### config.mk
export PLATFORM = sky130hd
export DESIGN_NAME = blrf_ram
export DESIGN_NICKNAME = d
export VERILOG_FILES = /design/src/sv/blrf_ram.sv
export SDC_FILE = /design/constraint.sdc
export NUM_CORES = 1
export LEC_CHECK = 0
export ABC_AREA = 1
export BUFFER_PORTS_ARGS = -buffer_cell sky130_fd_sc_hd__clkbuf_2
export CAP_MARGIN = 20
export CORE_MARGIN = 2
export CORE_UTILIZATION = 65
export CTS_BUF_LIST = sky130_fd_sc_hd__clkbuf_16
export DETAILED_ROUTE_END_ITERATION = 10
export GPL_ROUTABILITY_DRIVEN = 0
export PLACE_DENSITY = 0.88
export SYNTH_ARGS = -nofsm -noshare
export SYNTH_HDL_FRONTEND = slang
export SYNTH_SLANG_ARGS = --single-unit
### constraint.sdc
create_clock -name clk -period 3.2 [get_ports clk]
set_clock_uncertainty 0.1 [all_clocks]
set_input_delay 0.64 -clock clk [delete_from_list [all_inputs] [get_ports clk]]
set_output_delay 0.64 -clock clk [all_outputs]
set_load 0.1 [all_outputs]
### src/sv/blrf_ram.sv
// Generic simple dual-port RAM with registered read.
module blrf_ram #(
  parameter int unsigned WIDTH = 8,
  parameter int unsigned DEPTH = 16
) (
  input  logic                     clk,
  input  logic                     we,
  input  logic [$clog2(DEPTH)-1:0] waddr,
  input  logic [WIDTH-1:0]         wdata,
  input  logic [$clog2(DEPTH)-1:0] raddr,
  output logic [WIDTH-1:0]         rdata
);

  logic [WIDTH-1:0] mem [DEPTH];

  always_ff @(posedge clk) begin
    if (we) begin
      mem[waddr] <= wdata;
    end
    rdata <= mem[raddr];
  end

endmodule
# After elaboration in Yosys (flattened, before gate mapping)
# Memories as Yosys holds them, arrays and structs flattened. A register that Yosys moved wholly into a read port is not among the register bits.
# Index checks and enable logic that the tools add are counted.
# Widths: inputs -> output; s select.
classes:
  n_bitwise: 0
  eq_ne: 0
  reduce_logical: 0
  mul: 0
  shifts: 0
  div: 0
  order_cmp: 0
  mux: 2
  add_sub_neg: 0
op_table:
  columns: ["cell", "n"]
  rows:
  - ["$mux 1", 2]
word_totals:
  latchBits: 0
  mem_bits_rw: 128
  n_memories: 1
  romBits: 0
  register_bits: 0
  output_inout_bits: 8
memory_table:
  columns: ["memory", "words", "width", "read_ports", "rd_clocked_by_memory_dff", "wr", "line", "rtl"]
  rows:
  - ["mem", 16, 8, 1, 1, 1, "14", "logic [WIDTH-1:0] mem [DEPTH];"]

# Depth between registers and ports, before layout
# Gate-level depths: netlist (run 1).
depth:
  ltp_word: 2
  mapped_depth: 8
  ltp_nobuf: 7

# Least setup slack after synthesis (run 1)
# No wires, ideal clock.
synth_path:
  kind: "input to register"
  startpoint: "in waddr[2]"
  endpoint: "mem mem[10][0], enable pin"
  slack_ns: 1.509
  path_buffers: 0
  path_stages: 2
  arrival_ns: 1.221
  required_ns: 2.730
  cell_sequence: "nand3b_1 nor2_1"
synth_lines:
  columns: ["element", "line", "rtl"]
  rows:
  - ["from (decl)", "8", "input logic [$clog2(DEPTH)-1:0] waddr,"]
  - ["to (decl)", "14", null]
# Straight into the memory's write port.

# Worst setup path after layout (run 1)
layout_path:
  startpoint: "reg rdata[2], read port of mem"
  endpoint: "out rdata[2]"
layout_lines:
  columns: ["element", "line", "rtl"]
  rows:
  - ["from (decl)", "11", "output logic [WIDTH-1:0] rdata"]
# No word-level cell between the ends.

==> results of run 1 <==
==> layout by cell type (no fill, tap or decap), drive strengths merged <==
master / count
nand2: 173
edfxtp: 128
inv: 104
nand3: 97
clkbuf: 42
nor2: 17
dfxtp: 8
clkinv: 6
bufinv: 5
buf: 3
nand3b: 2
clkinvlp: 1
==> stage by stage <==
stage               worst slack [ns]  utilization [%]  cell area, um2
floorplan                       1.51                -            5770
global placement                1.08             67.9            5900
detailed placement              1.04             67.9            5900
CTS                             1.17             75.2            6530
global route                    1.15             75.2            6530
finish                          1.17             75.2            6530
==> registers in the layout, indices dropped and copies added, names as in the netlist <==
signal / cells
rdata: 8
mem: 128
==> power by group through the flow <==
| stage | Sequential, uW | Combinational, uW | Clock, uW |
|---|---|---|---|
| 2_1_floorplan | 2120 | 140 | 0 |
| 3_3_place_gp | 2040 | 299 | 0 |
| 3_5_place_dp | 2040 | 309 | 0 |
| 4_1_cts | 2010 | 317 | 2090 |
| 5_1_grt | 2010 | 344 | 2170 |
| 6_report | 2010 | 323 | 2100 |
==> kinds of logic after synthesis <==
logic type | count (synthesis) | synth area share [%]
buffers and inverters | 126 | 9.52
AND/OR/NAND/NOR | 289 | 21.0
flip-flops | 136 | 69.4
==> how the worst max path moves through the flow <==
stage | from | slack, ns | to
global placement | waddr[3] | 1.08 | mem[6][5]
detailed placement | waddr[3] | 1.04 | mem[4][0]
floorplan | waddr[2] | 1.51 | mem[10][0]
global route | rdata[2] | 1.15 | rdata[2]
finish | rdata[2] | 1.17 | rdata[2]
CTS | rdata[2] | 1.17 | rdata[2]
==> metal layers <==
layer  global-route usage (%)  routed length [um]  vias to the layer above
met5                        0                   0                        -
met2                     46.9                6470                      352
met4                     12.8                 493                        0
met3                     7.02                1570                       43
li1                         -                   -                     1818
met1                     39.9                4870                     1884
==> final cells by class <==
| type | count | area share (%) |
|---|---|---|
| clock buffers | 17 | 6.52 |
| repair buffers | 28 | 2.45 |
| well taps | 108 | 2.07 |
| flip-flops and latches | 136 | 61.3 |
| multi-input cells | 289 | 18.6 |
| inverters | 102 | 5.87 |
| clock inverters | 14 | 3.16 |
==> impl_metrics.py, run 1 <==
metrics = {
    "run_status": {
        "outcome": "finished, final reports clean",
    },
    "power_and_ir_drop": {
        "p_total_uw": 4430,
        "peakVddDrop_v": 0.000676,
        "power_switching_uw": 998,
        "pwr-share-seq_pct": 45.3,
        "leakagePower_uw": 0.00285,
        "p_clk_share_pct": 47.4,
        "swShare_pct": 22.5,
        "power_density_nw_per_um2": 678,
        "p_int_uw": 3430,
        "p_comb_share_pct": 7.3,
    },
    "final_layout": {
        "num_antenna_cells": 0,
        "fillers": 489,
        "multi_input_area_um2": 1210,
        "final_layout_size_suffix_gt1_share_pct": 10.1,
        "final_cells": 694,
        "area_growth_pct": 13.2,
        "regArea_um2": 4000,
        "nets": 592,
    },
    "setup_path": {
        "r2r_slack_ns": 1.97,
        "cp.depth": 1,
        "ff2ff_path_depth": 6,
        "cp_slowest_stage_delay_ns": 0.49,
        "path_delay_family": "buffers and inverters",
        "endpoint_kind": "output pin",
        "r2r-end": "rdata[4]",
        "crit_chain": "clkbuf_2",
        "slowest_stage": "clkbuf_2",
        "cp.required_ns": 2.46,
        "cp.arrival_ns": 1.29,
        "critPathLaunchType": "flop",
        "r2r-start": "mem[1][4]",
        "path_class": "flop to output pin",
        "path_max_fanout": 1,
        "crit_buf_inv": 1,
    },
    "yosys": {
        "async_flop_share_pct": 0,
        "ys_ff_latch": 136,
        "synth_ff_type": "edfxtp_1",
        "synth_edf_count": 128,
        "ys_types": 12,
        "synth_most_common_cell": "nand2_1",
        "synth_area_per_cell_um2": 10.5,
        "ys_seq_area_share_pct": 69.4,
        "synth.top_cells.by_count": "nand2_1, edfxtp_1, inv_1",
        "synth_cells": 551,
        "ys_warn_count": 0,
        "yosysTopAreaCell": "edfxtp_1",
        "post-synth-top-area-fraction_pct": 66.7,
        "syn_area_um2": 5770,
        "synthTopCellsByArea": "edfxtp_1, nand2_1, nand3_1",
        "syn_nets": 569,
    },
    "timing": {
        "hold_viol": 0,
        "setup_viol": 0,
        "rsz0062_at_grt": "no",
        "whs_ns": 0.554,
        "worst_slew_pin_slew_ns": 0.895,
        "fmax_mhz": 492,
        "fin_setup_tns_ns": 0,
        "slew_violations": 0,
        "min_period_over_period_pct": 63.5,
        "period_needed_ns": 2.03,
        "slew_headroom_pct": 40.1,
    },
    "drt": {
        "drtAntennaViolNets": 0,
        "drt-initial-drc-count": 595,
        "wl_mm": 13.4,
        "via_count": 4097,
        "wl_per_cell_um": 19.3,
        "drtPass1Iterations": 7,
        "vias_per_cell": 5.90,
        "remaining_drc_errors": 0,
    },
    "floorplanning": {
        "die_w_um": 98.2,
        "die_area_um2": 9640,
        "die_h_um": 98.2,
        "top_level_ports": 26,
        "start_util_pct": 66.5,
        "core_area_um2": 8680,
        "std_cell_rows": 34,
    },
    "grt": {
        "antenna_found_initial": 0,
        "grt_usage_pct": 29.6,
        "grt_max_degree": 65,
        "grt_pass1_wl_mm": 21.0,
        "grt_overflow": 0,
        "grt_pass1_vias": 3962,
    },
    "worst_hold_path": {
        "hold_start": "raddr[3]",
        "hold_depth": 3,
        "holdPathEnd": "rdata[0]",
        "hp-class": "input pin to flop",
    },
    "clock_tree": {
        "cts_hold_buffers": 0,
        "post-cts-setup-buffer-count": 0,
        "clockRootBuffer": "clkbuf_16",
        "clock_sinks": 136,
        "cts_buffers": 17,
        "ctsResizeCount": 0,
        "cts_buffer_depth": 2,
        "htree_levels": 4,
        "insertion_delay_ns": 0.41,
        "cts_tree": "yes",
        "clk_pin_slew_ns": 0.06,
    },
    "flow_run": {
        "cap_violations": 0,
    },
    "placement": {
        "placed_cells": 663,
        "dpl.hpwl_mm": 7.20,
        "io_buffers": 25,
    },
}
Power figures use the tool's default switching activity.
==> inputs of run 2 (changes only) <==
CORE_UTILIZATION = 55   (was 65)
PLACE_DENSITY = 0.79   (was 0.88)
clock period = 1.8 ns   (was 3.2 ns; I/O delays follow)
==> run 2 against run 1 <==
Utilization decreased by 9.7 points. Die area increased by 17%. Sequential power increased by 78%. Sequential share of layout area decreased by 1.6 points. Critical path depth unchanged. First-iteration DRC count decreased by 32%. Routed wire length decreased by 4.4%. Highest routed layer unchanged. Clock power increased by 63%.
==> impl_metrics.py, run 2 (synthesized netlist as in run 1, its figures left out) <==
metrics = {
    "flow_run": {
        "cap_violations": 0,
    },
    "floorplanning": {
        "die_area_um2": 11300,
        "die_h_um": 106,
        "die_w_um": 106,
        "std_cell_rows": 37,
        "start_util_pct": 56.4,
        "core_area_um2": 10200,
        "top_level_ports": 26,
    },
    "final_layout": {
        "area_growth_pct": 16.3,
        "regArea_um2": 4000,
        "reg_top3": "mem x128, rdata x8",
        "design_area_um2": 6710,
        "final_layout_size_suffix_gt1_share_pct": 12.9,
        "utilization_pct": 65.5,
        "regMostFlops": "mem",
        "fillers": 723,
        "nets": 612,
        "num_antenna_cells": 0,
        "layout_common_cells": "nand2_1, edfxtp_1, inv_1",
        "largest_reg_flops": 128,
        "multi_input_area_um2": 1210,
        "final_common_cell": "nand2_1",
    },
    "power_and_ir_drop": {
        "swShare_pct": 23.1,
        "p_clk_share_pct": 45.2,
        "p_comb_share_pct": 7.7,
        "pwr-share-seq_pct": 47.1,
        "power_density_nw_per_um2": 1130,
        "p_int_uw": 5830,
        "p_total_uw": 7580,
        "leakagePower_uw": 0.00294,
        "power_switching_uw": 1750,
        "peakVddDrop_v": 0.000915,
    },
    "drt": {
        "remaining_drc_errors": 0,
        "drtAntennaViolNets": 0,
        "wl_mm": 12.8,
        "wl_per_cell_um": 17.2,
        "drt-initial-drc-count": 403,
        "drtPass1Iterations": 5,
        "via_count": 4012,
        "vias_per_cell": 5.40,
    },
    "setup_path": {
        "cp.depth": 1,
        "path_delay_family": "buffers and inverters",
        "ff2ff_path_depth": 6,
        "crit_buf_inv": 1,
        "crit_chain": "clkbuf_2",
        "critPathLaunchType": "flop",
        "path_class": "flop to output pin",
        "cp.required_ns": 1.34,
        "endpoint_kind": "output pin",
        "cp_slowest_stage_delay_ns": 0.48,
        "path_max_fanout": 1,
        "slowest_stage": "clkbuf_2",
        "cp.arrival_ns": 1.28,
    },
    "placement": {
        "io_buffers": 25,
        "dpl.hpwl_mm": 7.87,
        "dpl-instance-area_um2": 6120,
    },
    "timing": {
        "fmax_mhz": 576,
        "setup_viol": 0,
        "fin_setup_tns_ns": 0,
        "slew_headroom_pct": 63.8,
        "period_needed_ns": 1.74,
        "slew_violations": 0,
        "hold_viol": 0,
        "worst_slew_pin_slew_ns": 0.546,
        "min_period_over_period_pct": 96.4,
        "whs_ns": 0.253,
        "rsz0062_at_grt": "no",
    },
    "clock_tree": {
        "clk_pin_slew_ns": 0.06,
        "cts_buffer_depth": 2,
        "htree_levels": 4,
        "cts_buffers": 17,
        "insertion_delay_ns": 0.41,
        "clock_sinks": 136,
        "cts_tree": "yes",
        "clockRootBuffer": "clkbuf_16",
        "cts_hold_buffers": 0,
        "post-cts-setup-buffer-count": 0,
        "ctsResizeCount": 0,
    },
    "grt": {
        "grt_max_degree": 65,
        "grt_usage_pct": 24.3,
        "grt_pass1_wl_mm": 20.0,
        "grt_overflow": 0,
        "grt_pass1_vias": 3844,
        "antenna_found_initial": 0,
    },
    "run_status": {
        "outcome": "finished, final reports clean",
    },
    "worst_hold_path": {
        "hold_depth": 3,
        "hp-class": "input pin to flop",
    },
}
[run 2: power by group through the flow]
stage                     combinational (uW)  clock, uW  sequential, uW
final                                    587       3430            3570
after floorplan                          250          0            3770
after CTS                                583       3430            3570
after global routing                     629       3580            3570
after detailed placement                 580          0            3630
after global placement                   567          0            3630
[run 2: path summary, 6_finish.rpt]
path | start | to | slack (ns)
worst max-delay path | rdata[4] | rdata[4] | 0.06
worst min register to register | mem[13][2] | rdata[2] | 0.59
worst min-delay path | raddr[3] | rdata[2] | 0.25
worst max register to register | mem[7][6] | rdata[6] | 0.64
[run 2: stage by stage]
step,std cells,worst slack [ns]
after floorplan,551,0.389
after global placement,711,0.325
after detailed placement,711,0.303
after CTS,743,0.0679
after global routing,743,0.0516
final,743,0.0643
[run 2: metal layers]
layer / vias up / part of all wire, % / track usage [%]
li1: 1860 / - / -
met4: 0 / 3.9 / 12.7
met3: 51 / 8.2 / 5.33
met5: - / 0 / 0
met2: 227 / 49 / 39.2
met1: 1874 / 39 / 31.0
[run 2: area by class of cell]
class | count | area share [%]
inverter | 102 | 5.71
timing repair buffer | 48 | 5.19
sequential | 136 | 59.7
clock inverter | 15 | 2.41
clock buffer | 17 | 6.34
tap | 136 | 2.54
multi-input combinational | 289 | 18.1
==> inputs of run 3 (changes only) <==
GPL_TIMING_DRIVEN = 0   (was unset)
==> run 3 against run 2 <==
Total power up 1.2%. Global-route usage up 1.8 points. First-iteration DRC count is 37% higher. Sequential power barely moved. Sequential cell count unchanged. Worst setup slack improved by 0.085 ns. Critical path type unchanged. Largest power group unchanged. Critical path depth unchanged. Maximum frequency up 5.2%. Via count increased by 2.4%. Clock power up 2%. Worst hold slack gained 0.016 ns.
==> impl_metrics.py, run 3 (synthesized netlist as in run 1, its figures left out) <==
metrics = {
    "drt": {
        "drtAntennaViolNets": 0,
        "remaining_drc_errors": 0,
        "wl_mm": 13.6,
        "via_count": 4110,
        "drt-initial-drc-count": 551,
        "drtPass1Iterations": 6,
        "vias_per_cell": 5.55,
        "wl_per_cell_um": 18.4,
    },
    "setup_path": {
        "cp_slowest_stage_delay_ns": 0.46,
        "cp.required_ns": 1.34,
        "endpoint_kind": "output pin",
        "path_delay_family": "buffers and inverters",
        "slowest_stage": "clkbuf_2",
        "cp.depth": 1,
        "cp.arrival_ns": 1.19,
        "path_class": "flop to output pin",
        "crit_chain": "clkbuf_2",
        "crit_buf_inv": 1,
        "critPathLaunchType": "flop",
        "ff2ff_path_depth": 6,
        "path_max_fanout": 1,
    },
    "timing": {
        "period_needed_ns": 1.65,
        "slew_violations": 0,
        "min_period_over_period_pct": 91.7,
        "hold_viol": 0,
        "whs_ns": 0.270,
        "setup_viol": 0,
        "rsz0062_at_grt": "no",
        "fmax_mhz": 606,
        "slew_headroom_pct": 40.7,
        "setup_slack_ns": 0.150,
        "worst_slew_pin_slew_ns": 0.886,
    },
    "power_and_ir_drop": {
        "leakagePower_uw": 0.00290,
        "peakVddDrop_v": 0.000761,
        "power_density_nw_per_um2": 1150,
    },
    "clock_tree": {
        "clock_sinks": 136,
        "clockRootBuffer": "clkbuf_16",
        "cts_hold_buffers": 0,
        "ctsResizeCount": 0,
        "clk_pin_slew_ns": 0.06,
        "cts_tree": "yes",
        "post-cts-setup-buffer-count": 0,
        "htree_levels": 4,
        "insertion_delay_ns": 0.42,
        "cts_buffers": 17,
        "cts_buffer_depth": 2,
    },
    "final_layout": {
        "fillers": 715,
        "final_common_cell": "nand2_1",
        "nets": 610,
        "area_growth_pct": 15.4,
        "layout_common_cells": "nand2_1, edfxtp_1, inv_1",
        "final_layout_size_suffix_gt1_share_pct": 12.7,
        "regArea_um2": 4000,
        "num_antenna_cells": 0,
        "largest_reg_flops": 128,
        "reg_top3": "mem x128, rdata x8",
        "multi_input_area_um2": 1210,
        "regMostFlops": "mem",
    },
    "placement": {
        "io_buffers": 22,
        "dp_slack_ns": -0.129,
        "dpl.hpwl_mm": 8.66,
    },
    "flow_run": {
        "cap_violations": 0,
    },
    "floorplanning": {
        "die_h_um": 106,
        "core_area_um2": 10200,
        "die_w_um": 106,
        "start_util_pct": 56.4,
        "die_area_um2": 11300,
        "std_cell_rows": 37,
        "top_level_ports": 26,
    },
    "grt": {
        "grt_pass1_wl_mm": 21.3,
        "grt_usage_pct": 26.1,
        "grt_pass1_vias": 4017,
        "grt_max_degree": 17,
        "grt_overflow": 0,
        "antenna_found_initial": 0,
    },
    "worst_hold_path": {
        "hold_depth": 4,
        "hp-class": "input pin to flop",
    },
    "run_status": {
        "outcome": "finished, final reports clean",
    },
}
## run 3: through the flow
step | total power (uW) | util (%) | instance area [um2] | std cells | TNS [ns]
3_3_place_gp | 4200 | 59.1 | 6050 | 709 | -2.11
3_5_place_dp | 4220 | 59.1 | 6050 | 709 | -3.01
2_1_floorplan | 4020 | - | 5770 | 551 | 0
6_report | 7670 | 65.0 | 6650 | 741 | 0
4_1_cts | 7670 | 65.0 | 6650 | 741 | 0
5_1_grt | 7860 | 65.0 | 6650 | 741 | 0
## run 3: worst paths after layout
| kind | startpoint | endpoint | slack [ns] |
|---|---|---|---|
| worst min-delay path | raddr[2] | rdata[1] | 0.27 |
| worst min register to register | mem[11][6] | rdata[6] | 0.63 |
| worst max-delay path | rdata[2] | rdata[2] | 0.15 |
| worst max register to register | mem[14][0] | rdata[0] | 0.65 |
## run 3: layout make-up
cell class | count | share of cell area, %
clock buffer | 17 | 6.39
clock inverter | 15 | 2.71
inverter | 102 | 5.76
multi-input combinational | 289 | 18.2
sequential | 136 | 60.2
buffer | 24 | 2.50
tap | 136 | 2.56
timing repair buffer | 22 | 1.66
## run 3: power breakdown
group	internal (uW)	switching, uW	leakage [uW]
Clock	2180	1320	0.000289
Sequential	3540	19.3	0.00122
Combinational	135	474	0.00139
## run 3: per-layer routing
layer | track usage, % | wire (um) | share of wire [%] | vias to the layer above
met5 | 0 | 0 | 0 | -
met4 | 12.3 | 498 | 3.6 | 0
met3 | 7.05 | 1590 | 12 | 44
met2 | 40.7 | 6330 | 46 | 284
met1 | 34.2 | 5240 | 38 | 1923
li1 | - | - | - | 1859
